==> src/rtl/core/hebp_pkg.sv <==
// ----------------------------------------------------------------------------
// hebp_pkg
// Shared types and constants of the Huffman encoder bit packer.
// ----------------------------------------------------------------------------
package hebp_pkg;

    localparam int ACT_W  = 2;
    localparam int SYM_W  = 8;
    localparam int VAL_W  = 32;
    localparam int LEN_W  = 6;
    localparam int BYTE_W = 8;
    localparam int PAD_W  = 3;
    localparam int DEPTH  = 1 << SYM_W;

    // The packing window is the partial byte followed by one code word.
    localparam int BUF_W  = BYTE_W + VAL_W;
    localparam int QCNT_W = 3;

    localparam logic [ACT_W-1:0] ACT_LOAD  = 2'd0;
    localparam logic [ACT_W-1:0] ACT_ENC   = 2'd1;
    localparam logic [ACT_W-1:0] ACT_FLUSH = 2'd2;

    // Control of the item that waits between the table read and the packer.
    typedef struct packed {
        logic vld;
        logic flush;
    } t_stage;

endpackage

==> src/rtl/core/hebp_packer.sv <==
// ----------------------------------------------------------------------------
// hebp_packer
// Bit accumulator, byte queue and output register. A code word is merged
// with the pending bits; full bytes drain one per cycle unless i_ready stalls.
// ----------------------------------------------------------------------------
module hebp_packer (
    input  logic                        i_clk,
    input  logic                        i_rst_n,
    input  hebp_pkg::t_stage            i_stage,
    input  logic [hebp_pkg::LEN_W-1:0]  i_len,
    input  logic [hebp_pkg::VAL_W-1:0]  i_code,
    output logic                        o_take,
    output logic                        o_valid,
    input  logic                        i_ready,
    output logic [hebp_pkg::BYTE_W-1:0] o_out_byte,
    output logic                        o_byte_valid,
    output logic [hebp_pkg::PAD_W-1:0]  o_pad_bits,
    output logic                        o_last_of_run
);

    logic [hebp_pkg::BYTE_W-1:0]  r_acc;
    logic [hebp_pkg::PAD_W-1:0]   r_pend;
    logic [hebp_pkg::VAL_W-1:0]   r_q;
    logic [hebp_pkg::QCNT_W-1:0]  r_qcnt;
    logic                         r_qflush;
    logic                         r_qbv;
    logic [hebp_pkg::PAD_W-1:0]   r_qpad;
    logic                         r_o_vld;
    logic [hebp_pkg::BYTE_W-1:0]  r_o_byte;
    logic                         r_o_bvalid;
    logic [hebp_pkg::PAD_W-1:0]   r_o_pad;
    logic                         r_o_last;

    logic                         pop;
    logic [hebp_pkg::BUF_W-1:0]   merged;
    logic [hebp_pkg::BUF_W-1:0]   rest;
    logic [hebp_pkg::LEN_W-1:0]   total;
    logic [hebp_pkg::QCNT_W-1:0]  nbytes;

    assign pop    = (r_qcnt != '0) && (!r_o_vld || i_ready);
    assign o_take = i_stage.vld && ((r_qcnt == '0) || ((r_qcnt == 3'd1) && pop));

    // Pending bits sit at the top of r_acc; the code word is already
    // left-aligned, so it only moves down past the pending bits.
    always_comb begin
        merged = {r_acc, {hebp_pkg::VAL_W{1'b0}}}
               | ({i_code, {hebp_pkg::BYTE_W{1'b0}}} >> r_pend);
        total  = {{(hebp_pkg::LEN_W-hebp_pkg::PAD_W){1'b0}}, r_pend} + i_len;
        nbytes = total[hebp_pkg::LEN_W-1:hebp_pkg::PAD_W];
        rest   = merged << {nbytes, 3'b000};
    end

    always_ff @(posedge i_clk) begin
        if (!i_rst_n) begin
            r_acc  <= '0;
            r_pend <= '0;
            r_qcnt <= '0;
        end else if (o_take) begin
            if (i_stage.flush) begin
                r_qcnt <= 3'd1;
                r_acc  <= '0;
                r_pend <= '0;
            end else begin
                r_qcnt <= nbytes;
                r_acc  <= rest[hebp_pkg::BUF_W-1 -: hebp_pkg::BYTE_W];
                r_pend <= total[hebp_pkg::PAD_W-1:0];
            end
        end else if (pop) begin
            r_qcnt <= r_qcnt - 3'd1;
        end
    end

    always_ff @(posedge i_clk) begin
        if (o_take) begin
            r_qflush <= i_stage.flush;
            r_qbv    <= (r_pend != '0);
            r_qpad   <= 3'd0 - r_pend;
            if (i_stage.flush) begin
                r_q <= {r_acc, {(hebp_pkg::VAL_W-hebp_pkg::BYTE_W){1'b0}}};
            end else begin
                r_q <= merged[hebp_pkg::BUF_W-1:hebp_pkg::BYTE_W];
            end
        end else if (pop) begin
            r_q <= r_q << hebp_pkg::BYTE_W;
        end
    end

    always_ff @(posedge i_clk) begin
        if (!i_rst_n) begin
            r_o_vld <= 1'b0;
        end else if (pop) begin
            r_o_vld <= 1'b1;
        end else if (i_ready) begin
            r_o_vld <= 1'b0;
        end
    end

    always_ff @(posedge i_clk) begin
        if (pop) begin
            r_o_byte   <= r_q[hebp_pkg::VAL_W-1 -: hebp_pkg::BYTE_W];
            r_o_bvalid <= r_qflush ? r_qbv : 1'b1;
            r_o_pad    <= r_qflush ? r_qpad : '0;
            r_o_last   <= (r_qcnt == 3'd1);
        end
    end

    assign o_valid       = r_o_vld;
    assign o_out_byte    = r_o_byte;
    assign o_byte_valid  = r_o_bvalid;
    assign o_pad_bits    = r_o_pad;
    assign o_last_of_run = r_o_last;

`ifndef SYNTH
    // One code word never yields more than four bytes.
    a_qcnt_max: assert property (@(posedge i_clk) disable iff (!i_rst_n)
        r_qcnt <= 3'd4)
        else $error("byte queue count above four");

    // Bits of the partial byte below the pending ones stay clear.
    a_acc_clean: assert property (@(posedge i_clk) disable iff (!i_rst_n)
        (r_acc & (8'hFF >> r_pend)) == 8'h00)
        else $error("partial byte holds stray bits");

    // The beat that drains the queue closes the run.
    a_last_beat: assert property (@(posedge i_clk) disable iff (!i_rst_n)
        (pop && (r_qcnt == 3'd1)) |=> (r_o_vld && r_o_last))
        else $error("last beat of a run not marked");

    // An empty flush carries neither byte nor pad count.
    a_empty_flush: assert property (@(posedge i_clk) disable iff (!i_rst_n)
        (r_o_vld && !r_o_bvalid) |-> ((r_o_byte == 8'h00) && (r_o_pad == 3'd0)))
        else $error("empty flush beat carries data");
`endif

endmodule
==> config.mk <==
export PLATFORM = sky130hd
export DESIGN_NAME = hebp_packer
export DESIGN_NICKNAME = d
export VERILOG_FILES = /design/src/rtl/core/hebp_pkg.sv /design/src/rtl/core/hebp_packer.sv
export SDC_FILE = /design/constraint.sdc
export NUM_CORES = 1
export LEC_CHECK = 0
export BUFFER_PORTS_ARGS = -buffer_cell sky130_fd_sc_hd__buf_2
export CAP_MARGIN = 30
export CORE_ASPECT_RATIO = 0.75
export CORE_MARGIN = 2
export CORE_UTILIZATION = 30
export CTS_BUF_LIST = sky130_fd_sc_hd__clkbuf_8
export DETAILED_ROUTE_END_ITERATION = 10
export PLACE_DENSITY = 0.57
export SYNTH_ARGS = -nofsm -noshare
export SYNTH_HDL_FRONTEND = slang
export SYNTH_SLANG_ARGS = --single-unit
==> constraint.sdc <==
create_clock -name i_clk -period 5.64 [get_ports i_clk]
set_input_delay 0.846 -clock i_clk [delete_from_list [all_inputs] [get_ports i_clk]]
set_output_delay 0.846 -clock i_clk [all_outputs]
set_load 0.01 [all_outputs]
== Word level (Yosys, flattened, before mapping) ==
Cells that the tools add are included.
W data, S select, Z words.

* Flip-flop bits (word level): 65
* Bits of input ports: 43
* Output and inout bits: 15
* Word-level logic and storage cells: 40

* Add/sub/neg operators: 3
* Eq/ne operators: 1
* Shift-type cells: 2
* Muxes and demuxes: 10
* Bitwise operators: 1
* Reduce and logical (&&, ||, !) cells: 11

{| class="wikitable"
|+ Operators with widths
! kind !! number
|-
| $mux W32 || 3
|-
| $or A40 B40 Y40 || 1
|-
| $shl A40 B6 Y40 || 1
|-
| $shr A40 B3 Y40 || 1
|-
| $mux W3 || 4
|-
| $mux W8 || 1
|-
| $add A3 B6 Y6 || 1
|-
| $reduce_bool A3 Y1 || 2
|-
| $reduce_bool A2 Y1 || 2
|-
| $eq A3 B1 Y1 const B || 1
|-
| $logic_and A1 B1 Y1 || 3
|-
| $logic_not A3 Y1 || 1
|-
| $sub A1 B3 Y3 const A || 1
|-
| $sub A3 B1 Y3 const B || 1
|-
| $logic_or A1 B1 Y1 || 2
|-
| $mux W1 || 2
|-
| $logic_not A1 Y1 || 1
|}

== Longest topological paths before layout ==
Gate-level depths: netlist of run 1.

* Word-level depth: 7
* Mapped depth: 10

== Worst setup path before layout of run 1 ==
OpenSTA, ideal clock, no wires.

* Path type: in2reg
* Start point: input port i_len[0] (netlist name)
* End point: register r_acc[4] (netlist name)
* Setup time: 0.086 ns
* Arrival time: 2.797 ns
* Data required time: 5.554 ns
* Setup slack: 2.757 ns
* Stages: 8
* Path buffers: 0
* Cell sequence: ha_1 -> fa_1 -> a21o_1 -> a22oi_2 -> mux4_2 -> nand2_1 -> o21ai_0 -> a211oi_1

* Longest elaborated chain between the ends: 3

{| class="wikitable"
|+ RTL lines
! item !! RTL line !! text
|-
| start, declared || hebp_packer.sv:10 || <nowiki>input logic [hebp_pkg::LEN_W-1:0] i_len,</nowiki>
|-
| $add A3 B6 Y6 || hebp_packer.sv:48 || <nowiki>total = {{(hebp_pkg::LEN_W-hebp_pkg::PAD_W){1'b0}}, r_pend} + i_len;</nowiki>
|-
| $shl A40 B6 Y40 || hebp_packer.sv:50 || <nowiki>rest = merged << {nbytes, 3'b000};</nowiki>
|-
| $mux W8 || hebp_packer.sv:59 || <nowiki>if (i_stage.flush) begin</nowiki>
|-
| end signal, assigned || hebp_packer.sv:65 || <nowiki>r_acc <= rest[hebp_pkg::BUF_W-1 -: hebp_pkg::BYTE_W];</nowiki>
|-
| end, declared || hebp_packer.sv:21 || <nowiki>logic [hebp_pkg::BYTE_W-1:0] r_acc;</nowiki>
|}

No other way between the ends.
A chain may end at the register's enable or synchronous reset.

== Worst setup path in the final report of run 1 ==
* Start point: input port i_ready
* End point: output port o_take

* Longest elaborated chain between the ends: 5

{| class="wikitable"
|+ RTL lines
! item !! RTL line !! text
|-
| start, declared || hebp_packer.sv:14 || <nowiki>input logic i_ready,</nowiki>
|-
| $logic_or A1 B1 Y1 || hebp_packer.sv:40 || <nowiki>assign pop = (r_qcnt != '0) && (!r_o_vld || i_ready);</nowiki>
|-
| $logic_and A1 B1 Y1 || hebp_packer.sv:40 ||
|-
| $logic_and A1 B1 Y1 || hebp_packer.sv:41 || <nowiki>assign o_take = i_stage.vld && ((r_qcnt == '0) || ((r_qcnt == 3'd1) && pop));</nowiki>
|-
| $logic_or A1 B1 Y1 || hebp_packer.sv:41 ||
|-
| $logic_and A1 B1 Y1 || hebp_packer.sv:41 ||
|-
| end, declared || hebp_packer.sv:12 || <nowiki>output logic o_take,</nowiki>
|}

No other way between the ends.

==> results of run 1 <==
-- flip-flops by register name (all words and copies together) (netlist names) --
signal,cells
r_qflush,1
r_qbv,1
r_acc,8
r_qcnt,3
o_last_of_run,1
o_byte_valid,1
o_valid,1
o_out_byte,8
o_pad_bits,3
r_q,32
r_qpad,3
r_pend,3
-- metrics by stage --
stage / cells / cell area (um^2) / utilization, % / setup slack [ns]
final: 671 / 5010 / 34.8 / 2.09
after global routing: 671 / 5010 / 34.8 / 1.88
after CTS: 671 / 5010 / 34.8 / 2.09
after detailed placement: 655 / 4810 / 33.4 / 2.05
after global placement: 655 / 4810 / 33.4 / 2.08
after floorplan: 424 / 4410 / - / 2.76
-- logic make-up (layout without fill, tap and decap cells) --
family,after synthesis,after routing
mux,82,82
buf+inv,45,92
fa+ha+maj,9,9
xor+xnor,4,4
simple gates,114,114
flops,65,65
compound gates,105,105
-- placed cells by master, fill, tap and decap left out, drive strengths merged, types with 4 or more instances in the layout --
cell / instances
nor3: 5
nand2: 49
clkbuf: 9
o21ai: 33
nand3: 5
nor2: 32
a31oi: 5
nor2b: 4
buf: 62
mux2i: 39
a21oi: 25
and2: 5
edfxtp: 50
mux4: 14
a22o: 9
mux2: 29
a211oi: 4
inv: 14
dfxtp: 15
ha: 8
-- worst min path at each step --
stage | start | endpoint | slack, ns | cells past startpoint
final | r_q[26]$_DFFE_PP_ | o_out_byte[2]$_DFFE_PP_ | 0.42 | 0
after global routing | r_q[26]$_DFFE_PP_ | o_out_byte[2]$_DFFE_PP_ | 0.44 | 0
after CTS | r_q[26]$_DFFE_PP_ | o_out_byte[2]$_DFFE_PP_ | 0.42 | 0
after detailed placement | r_q[26]$_DFFE_PP_ | o_out_byte[2]$_DFFE_PP_ | 0.41 | 0
after global placement | r_q[26]$_DFFE_PP_ | o_out_byte[2]$_DFFE_PP_ | 0.41 | 0
after floorplan | r_q[24]$_DFFE_PP_ | o_out_byte[0]$_DFFE_PP_ | 0.40 | 0
-- per-layer routing --
layer | GRT usage [%] | up-vias | wire, um
met2 | 23.6 | 114 | 5040
met3 | 4.57 | 22 | 756
met5 | 0 | - | 0
met1 | 21.8 | 1676 | 5770
li1 | - | 1680 | -
met4 | 4.97 | 0 | 227
-- layout make-up --
cell class                 instances  area, um^2  share of cell area, %
clock inverter                     7        71.3                   1.42
tap                              200         250                   5.00
sequential                        65        1800                   36.0
inverter                          14        52.6                   1.05
timing repair buffer              62         323                   6.45
multi-input combinational        314        2380                   47.6
clock buffer                       9         124                   2.47
-- worst reg2reg max path, cell delays in order (launching register included) --
cell	delay [ns]
dfxtp_1	0.31
buf_4	0.26
ha_1	0.29
fa_1	0.43
nand3_1	0.13
a22o_1	0.76
and3_1	0.29
a21oi_1	0.04
a221o_1	0.35
o221a_1	0.24
-- report_power, final --
part | internal, mW | switching (mW)
Combinational | 0.304 | 0.516
Sequential | 0.812 | 0.0555
Clock | 0.203 | 0.187
Total | 1.32 | 0.759
==> load_flow_metrics.sql, run 1 <==
INSERT INTO impl_metrics (metric_group, metric, value, unit) VALUES
('logic_synthesis', 'ys_seq_area_share', '40.9', '%'),
('clocking', 'cts-buffers-inserted', '9', ''),
('critical_path', 'r2r_slack', '2.44', 'ns'),
('die', 'initial_utilization', '30.6', '%'),
('drt', 'count_of_nets_left_with_antenna_violations_after_detail_routing', '0', ''),
('logic_synthesis', 'adder_cell_share_of_the_synthesized_area', '2.73', '%'),
('logic_synthesis', 'largest_family_of_logic_cells_by_synthesized_area', 'multiplexers', ''),
('sta', 'min_period', '3.55', 'ns'),
('die', 'pin_count', '58', ''),
('die', 'die_height', '109', 'um'),
('sta', 'grt_setup_unrepaired', 'no', ''),
('critical_path', 'worst_r2r_endpoint', 'r_acc[5]$_SDFFE_PN0P_', ''),
('sta', 'maxClockFrequency', '282', 'MHz'),
('grt', 'antenna_found_initial', '0', ''),
('drt', 'route.detailed.wl_per_inst', '17.6', 'um'),
('pwr', 'power.total', '2.08', 'mW'),
('finish', 'post_route_cells_drive_above_1_share', '26.1', '%'),
('logic_synthesis', 'synthDominantCellAreaShare', '34.1', '%'),
('critical_path', 'buf_inv_stages_crit_path', '3', ''),
('critical_path', 'endpoint', 'o_take', ''),
('sta', 'clock-skew-final', '0.00989', 'ns'),
('die', 'die_outline_area', '15700', 'um^2'),
('grt', 'grt_first_pass_wirelength', '18600', 'um'),
('critical_path', 'cp-end-kind', 'output port', ''),
('logic_synthesis', 'synth_edf_count', '50', ''),
('logic_synthesis', 'synthSimpleGateAreaFrac', '11.4', '%'),
('logic_synthesis', 'syn_inst', '424', ''),
('sta', 'layout_worst_path_cycle_share', '62.9', '%'),
('finish', 'syn_to_final_growth', '13.7', '%'),
('clocking', 'clkLatencyLatePin', '0.35', 'ns'),
('clocking', 'root_buffer', 'clkbuf_8', ''),
('sta', 'hold_violations', '0', ''),
('grt', 'first_global_vias', '3429', ''),
('critical_path', 'setup.worst_path.start_class', 'primary input', ''),
('clocking', 'postCtsSetupRepairBufs', '0', ''),
('logic_synthesis', 'netlist-cell-type-count', '55', ''),
('place', 'dp_hpwl', '8780', 'um'),
('min_path', 'min-delay-path-class', 'flop to flop', ''),
('drt', 'vias_per_cell', '5.20', ''),
('logic_synthesis', 'syn-cell-area', '4410', 'um^2'),
('logic_synthesis', 'ys_async_sr_fraction', '0', '%'),
('finish', 'final_net_count', '518', ''),
('sta', 'max-slew-margin-rel', '37.3', '%'),
('finish', 'antenna_cells_inserted', '0', ''),
('die', 'design.core.area', '14400', 'um^2'),
('logic_synthesis', 'synth_area_per_cell', '10.4', 'um^2'),
('critical_path', 'path_max_fanout', '46', ''),
('clocking', 'cts.repair.resized', '0', ''),
('place', 'gpl.final_weighted_congestion', '0.910', ''),
('critical_path', 'worst-r2r-cell-count', '9', ''),
('logic_synthesis', 'syn_nets', '476', ''),
('critical_path', 'critPathRequiredTime', '4.79', 'ns'),
('critical_path', 'crit_chain', 'buf_2 > nand2b_1 > a21oi_1 > or2_2 > inv_1 > buf_2', ''),
('drt', 'detailedRoute.firstPassIterationCount', '5', ''),
('grt', 'global_route.overflow_total', '0', ''),
('sta', 'finalSetupTns', '0', 'ns'),
('logic_synthesis', 'number_of_register_bits_inferred_by_synthesis', '65', ''),
('grt', 'gr-usage-all-layers', '15.7', '%'),
('outcome', 'status', 'finished, final reports clean', ''),
('pwr', 'peakVddDrop', '0.150', 'mV'),
('clocking', 'ctsLongestPathBuffers', '2', ''),
('clocking', 'clk_transition_reported_paths', '0.07', 'ns'),
('logic_synthesis', 'muxShareOfSynthArea', '23.9', '%'),
('logic_synthesis', 'post-synth-top-count-cell', 'edfxtp_1', ''),
('logic_synthesis', 'synth-compound-area-share', '15.4', '%'),
('critical_path', 'critical_path.top_delay_family', 'buffers and inverters', ''),
('critical_path', 'critical_path_startpoint', 'i_ready', ''),
('logic_synthesis', 'synth_top_cell_by_area', 'edfxtp_1', ''),
('drt', 'route.detailed.drc', '0', ''),
('flow_run', 'max_cap_violations', '0', ''),
('finish', 'filler_cell_count', '1467', '');
(Power assumes the default switching activity.)
==> run 2, diff against run 1 <==
clock period = 3.5 ns   (was 5.64 ns; I/O delays follow)
==> load_flow_metrics.sql, run 2 (synthesis results as in run 1) <==
INSERT INTO impl_metrics (metric_group, metric, value, unit) VALUES
('finish', 'filler_cell_count', '1521', ''),
('place', 'dp_hpwl', '9410', 'um'),
('finish', 'final_common_cell', 'buf_2', ''),
('place', 'pre_cts_ws', '0.602', 'ns'),
('clocking', 'clk_transition_reported_paths', '0.08', 'ns'),
('drt', 'route.detailed.wl_per_inst', '18.3', 'um'),
('die', 'die-width', '144', 'um'),
('min_path', 'min-delay-path-class', 'flop to flop', ''),
('drt', 'detailedRoute.firstPassIterationCount', '5', ''),
('clocking', 'post_cts_hold_fix_bufs', '0', ''),
('clocking', 'ctsLongestPathBuffers', '2', ''),
('sta', 'layout_worst_path_cycle_share', '73.9', '%'),
('sta', 'finalSetupTns', '0', 'ns'),
('clocking', 'clkLatencyLatePin', '0.34', 'ns'),
('clocking', 'postCtsSetupRepairBufs', '0', ''),
('grt', 'first_global_vias', '3460', ''),
('finish', 'final_cell_mix', 'buf_2, edfxtp_1, nand2_1', ''),
('finish', 'multi_input_comb_area', '2380', 'um^2'),
('critical_path', 'cp-end-kind', 'flop', ''),
('critical_path', 'crit_chain', 'ha_1 > fa_1 > a21o_1 > a22oi_2 > nand2_1 > o31ai_1 > a22oi_1 > a311oi_1', ''),
('drt', 'drt_wl_total', '12400', 'um'),
('finish', 'finish.cell_count_without_fillers', '678', ''),
('die', 'num_rows', '38', ''),
('finish', 'final_net_count', '525', ''),
('die', 'initial_utilization', '30.6', '%'),
('critical_path', 'setup.worst_path.class', 'flop to flop', ''),
('critical_path', 'buf_inv_stages_crit_path', '0', ''),
('pwr', 'peakVddDrop', '0.303', 'mV'),
('finish', 'top_register', 'r_q', ''),
('critical_path', 'slowest_stage', 'fa_1', ''),
('clocking', 'root_buffer', 'clkbuf_8', ''),
('sta', 'hold_violations', '0', ''),
('sta', 'max-slew-margin-rel', '44.0', '%'),
('sta', 'final-max-slew-violation-count', '0', ''),
('place', 'place_inst', '662', ''),
('pwr', 'cellLeakagePower', '1.96', 'nW'),
('grt', 'global_route.overflow_total', '0', ''),
('grt', 'grt_first_pass_wirelength', '19500', 'um'),
('clocking', 'cts.repair.resized', '0', ''),
('finish', 'combined_flip_flop_and_latch_cell_area', '1800', 'um^2'),
('finish', 'syn_to_final_growth', '16.0', '%'),
('grt', 'gr-usage-all-layers', '16.4', '%'),
('grt', 'pin_count_of_the_biggest_net_entering_global_routing', '45', ''),
('grt', 'antenna_found_initial', '0', ''),
('sta', 'layout_setup_ws', '0.914', 'ns'),
('pwr', 'power.total', '3.54', 'mW'),
('critical_path', 'setup.worst_path.start_class', 'flop', ''),
('drt', 'vias_per_cell', '5.22', ''),
('outcome', 'status', 'finished, final reports clean', ''),
('pwr', 'power_density', '694', 'nW/um^2'),
('critical_path', 'critPathRequiredTime', '3.75', 'ns'),
('drt', 'initialDrtViolationCount', '234', ''),
('critical_path', 'critical_path.top_delay_family', 'compound AO/OA/AOI/OAI gates', ''),
('die', 'design.core.area', '14400', 'um^2'),
('sta', 'worst-slew-pin-transition', '0.837', 'ns'),
('finish', 'antenna_cells_inserted', '0', ''),
('flow_run', 'max_cap_violations', '0', ''),
('die', 'die_height', '109', 'um'),
('drt', 'count_of_nets_left_with_antenna_violations_after_detail_routing', '0', ''),
('die', 'pin_count', '58', ''),
('clocking', 'cts_tree', 'built', ''),
('sta', 'clock-skew-final', '0.0110', 'ns'),
('sta', 'min_period', '2.59', 'ns'),
('drt', 'route.vias.total', '3536', ''),
('clocking', 'clock_sinks', '65', ''),
('place', 'gpl.final_weighted_congestion', '0.915', ''),
('place', 'io_buffer_count', '57', ''),
('drt', 'route.detailed.drc', '0', ''),
('sta', 'count_of_final_setup_violators', '0', ''),
('sta', 'grt_setup_unrepaired', 'no', ''),
('critical_path', 'path_max_fanout', '8', ''),
('critical_path', 'critPathArrivalTime', '2.83', 'ns'),
('finish', 'post_route_cells_drive_above_1_share', '27.0', '%'),
('clocking', 'cts-buffers-inserted', '9', ''),
('finish', 'largest_register_ffs', '32', ''),
('sta', 'maxClockFrequency', '387', 'MHz'),
('die', 'die_outline_area', '15700', 'um^2'),
('clocking', 'h_tree_depth_reported_by_cts', '3', ''),
('critical_path', 'critPathMaxStageDelay', '0.43', 'ns');
==> run 2: changes by cell type in the layout (fill, tap and decap cells not counted) <==
cell	before	now
clkinv_1	0	1
buf_4	5	12
bufinv_16	1	3
clkinv_2	2	0
clkinvlp_4	3	1
clkinv_4	1	2
==> run 2: final cells by class <==
type	instances	area share [%]
clock buffers	9	2.42
clock inverters	7	2.33
inverters	14	1.03
multi-input cells	314	46.7
flip-flops and latches	65	35.3
well taps	200	4.90
repair buffers	69	7.35
==> run 2: path summary, 6_finish.rpt <==
path	cells past startpoint	start	slack, ns	to
setup / recovery	8	r_pend[0]$_SDFFE_PN0P_	0.91	r_acc[1]$_SDFFE_PN0P_
hold reg to reg	0	r_q[25]$_DFFE_PP_	0.43	o_out_byte[1]$_DFFE_PP_
setup reg to reg	8	r_pend[0]$_SDFFE_PN0P_	0.91	r_acc[1]$_SDFFE_PN0P_
hold / removal	0	r_q[25]$_DFFE_PP_	0.43	o_out_byte[1]$_DFFE_PP_
==> run 2: routing by layer <==
layer	vias up	share of wire [%]	track usage, %
li1	1688	-	-
met1	1737	50	24.6
met2	107	44	24.6
met3	4	5.9	3.86
met4	0	0.35	2.66
met5	-	0	0
==> run 2: power breakdown <==
| part | switching (mW) | total, mW | internal (mW) |
|---|---|---|---|
| Combinational | 0.852 | 1.36 | 0.510 |
| Sequential | 0.0988 | 1.41 | 1.31 |
| Clock | 0.301 | 0.774 | 0.473 |
==> run 2: per-stage QoR <==
stage	area (um^2)	hold slack [ns]	utilization, %
CTS	5110	0.426	35.5
floorplan	4410	0.400	-
finish	5110	0.425	35.5
detailed placement	4870	0.407	33.8
global route	5110	0.430	35.5
global placement	4870	0.409	33.8
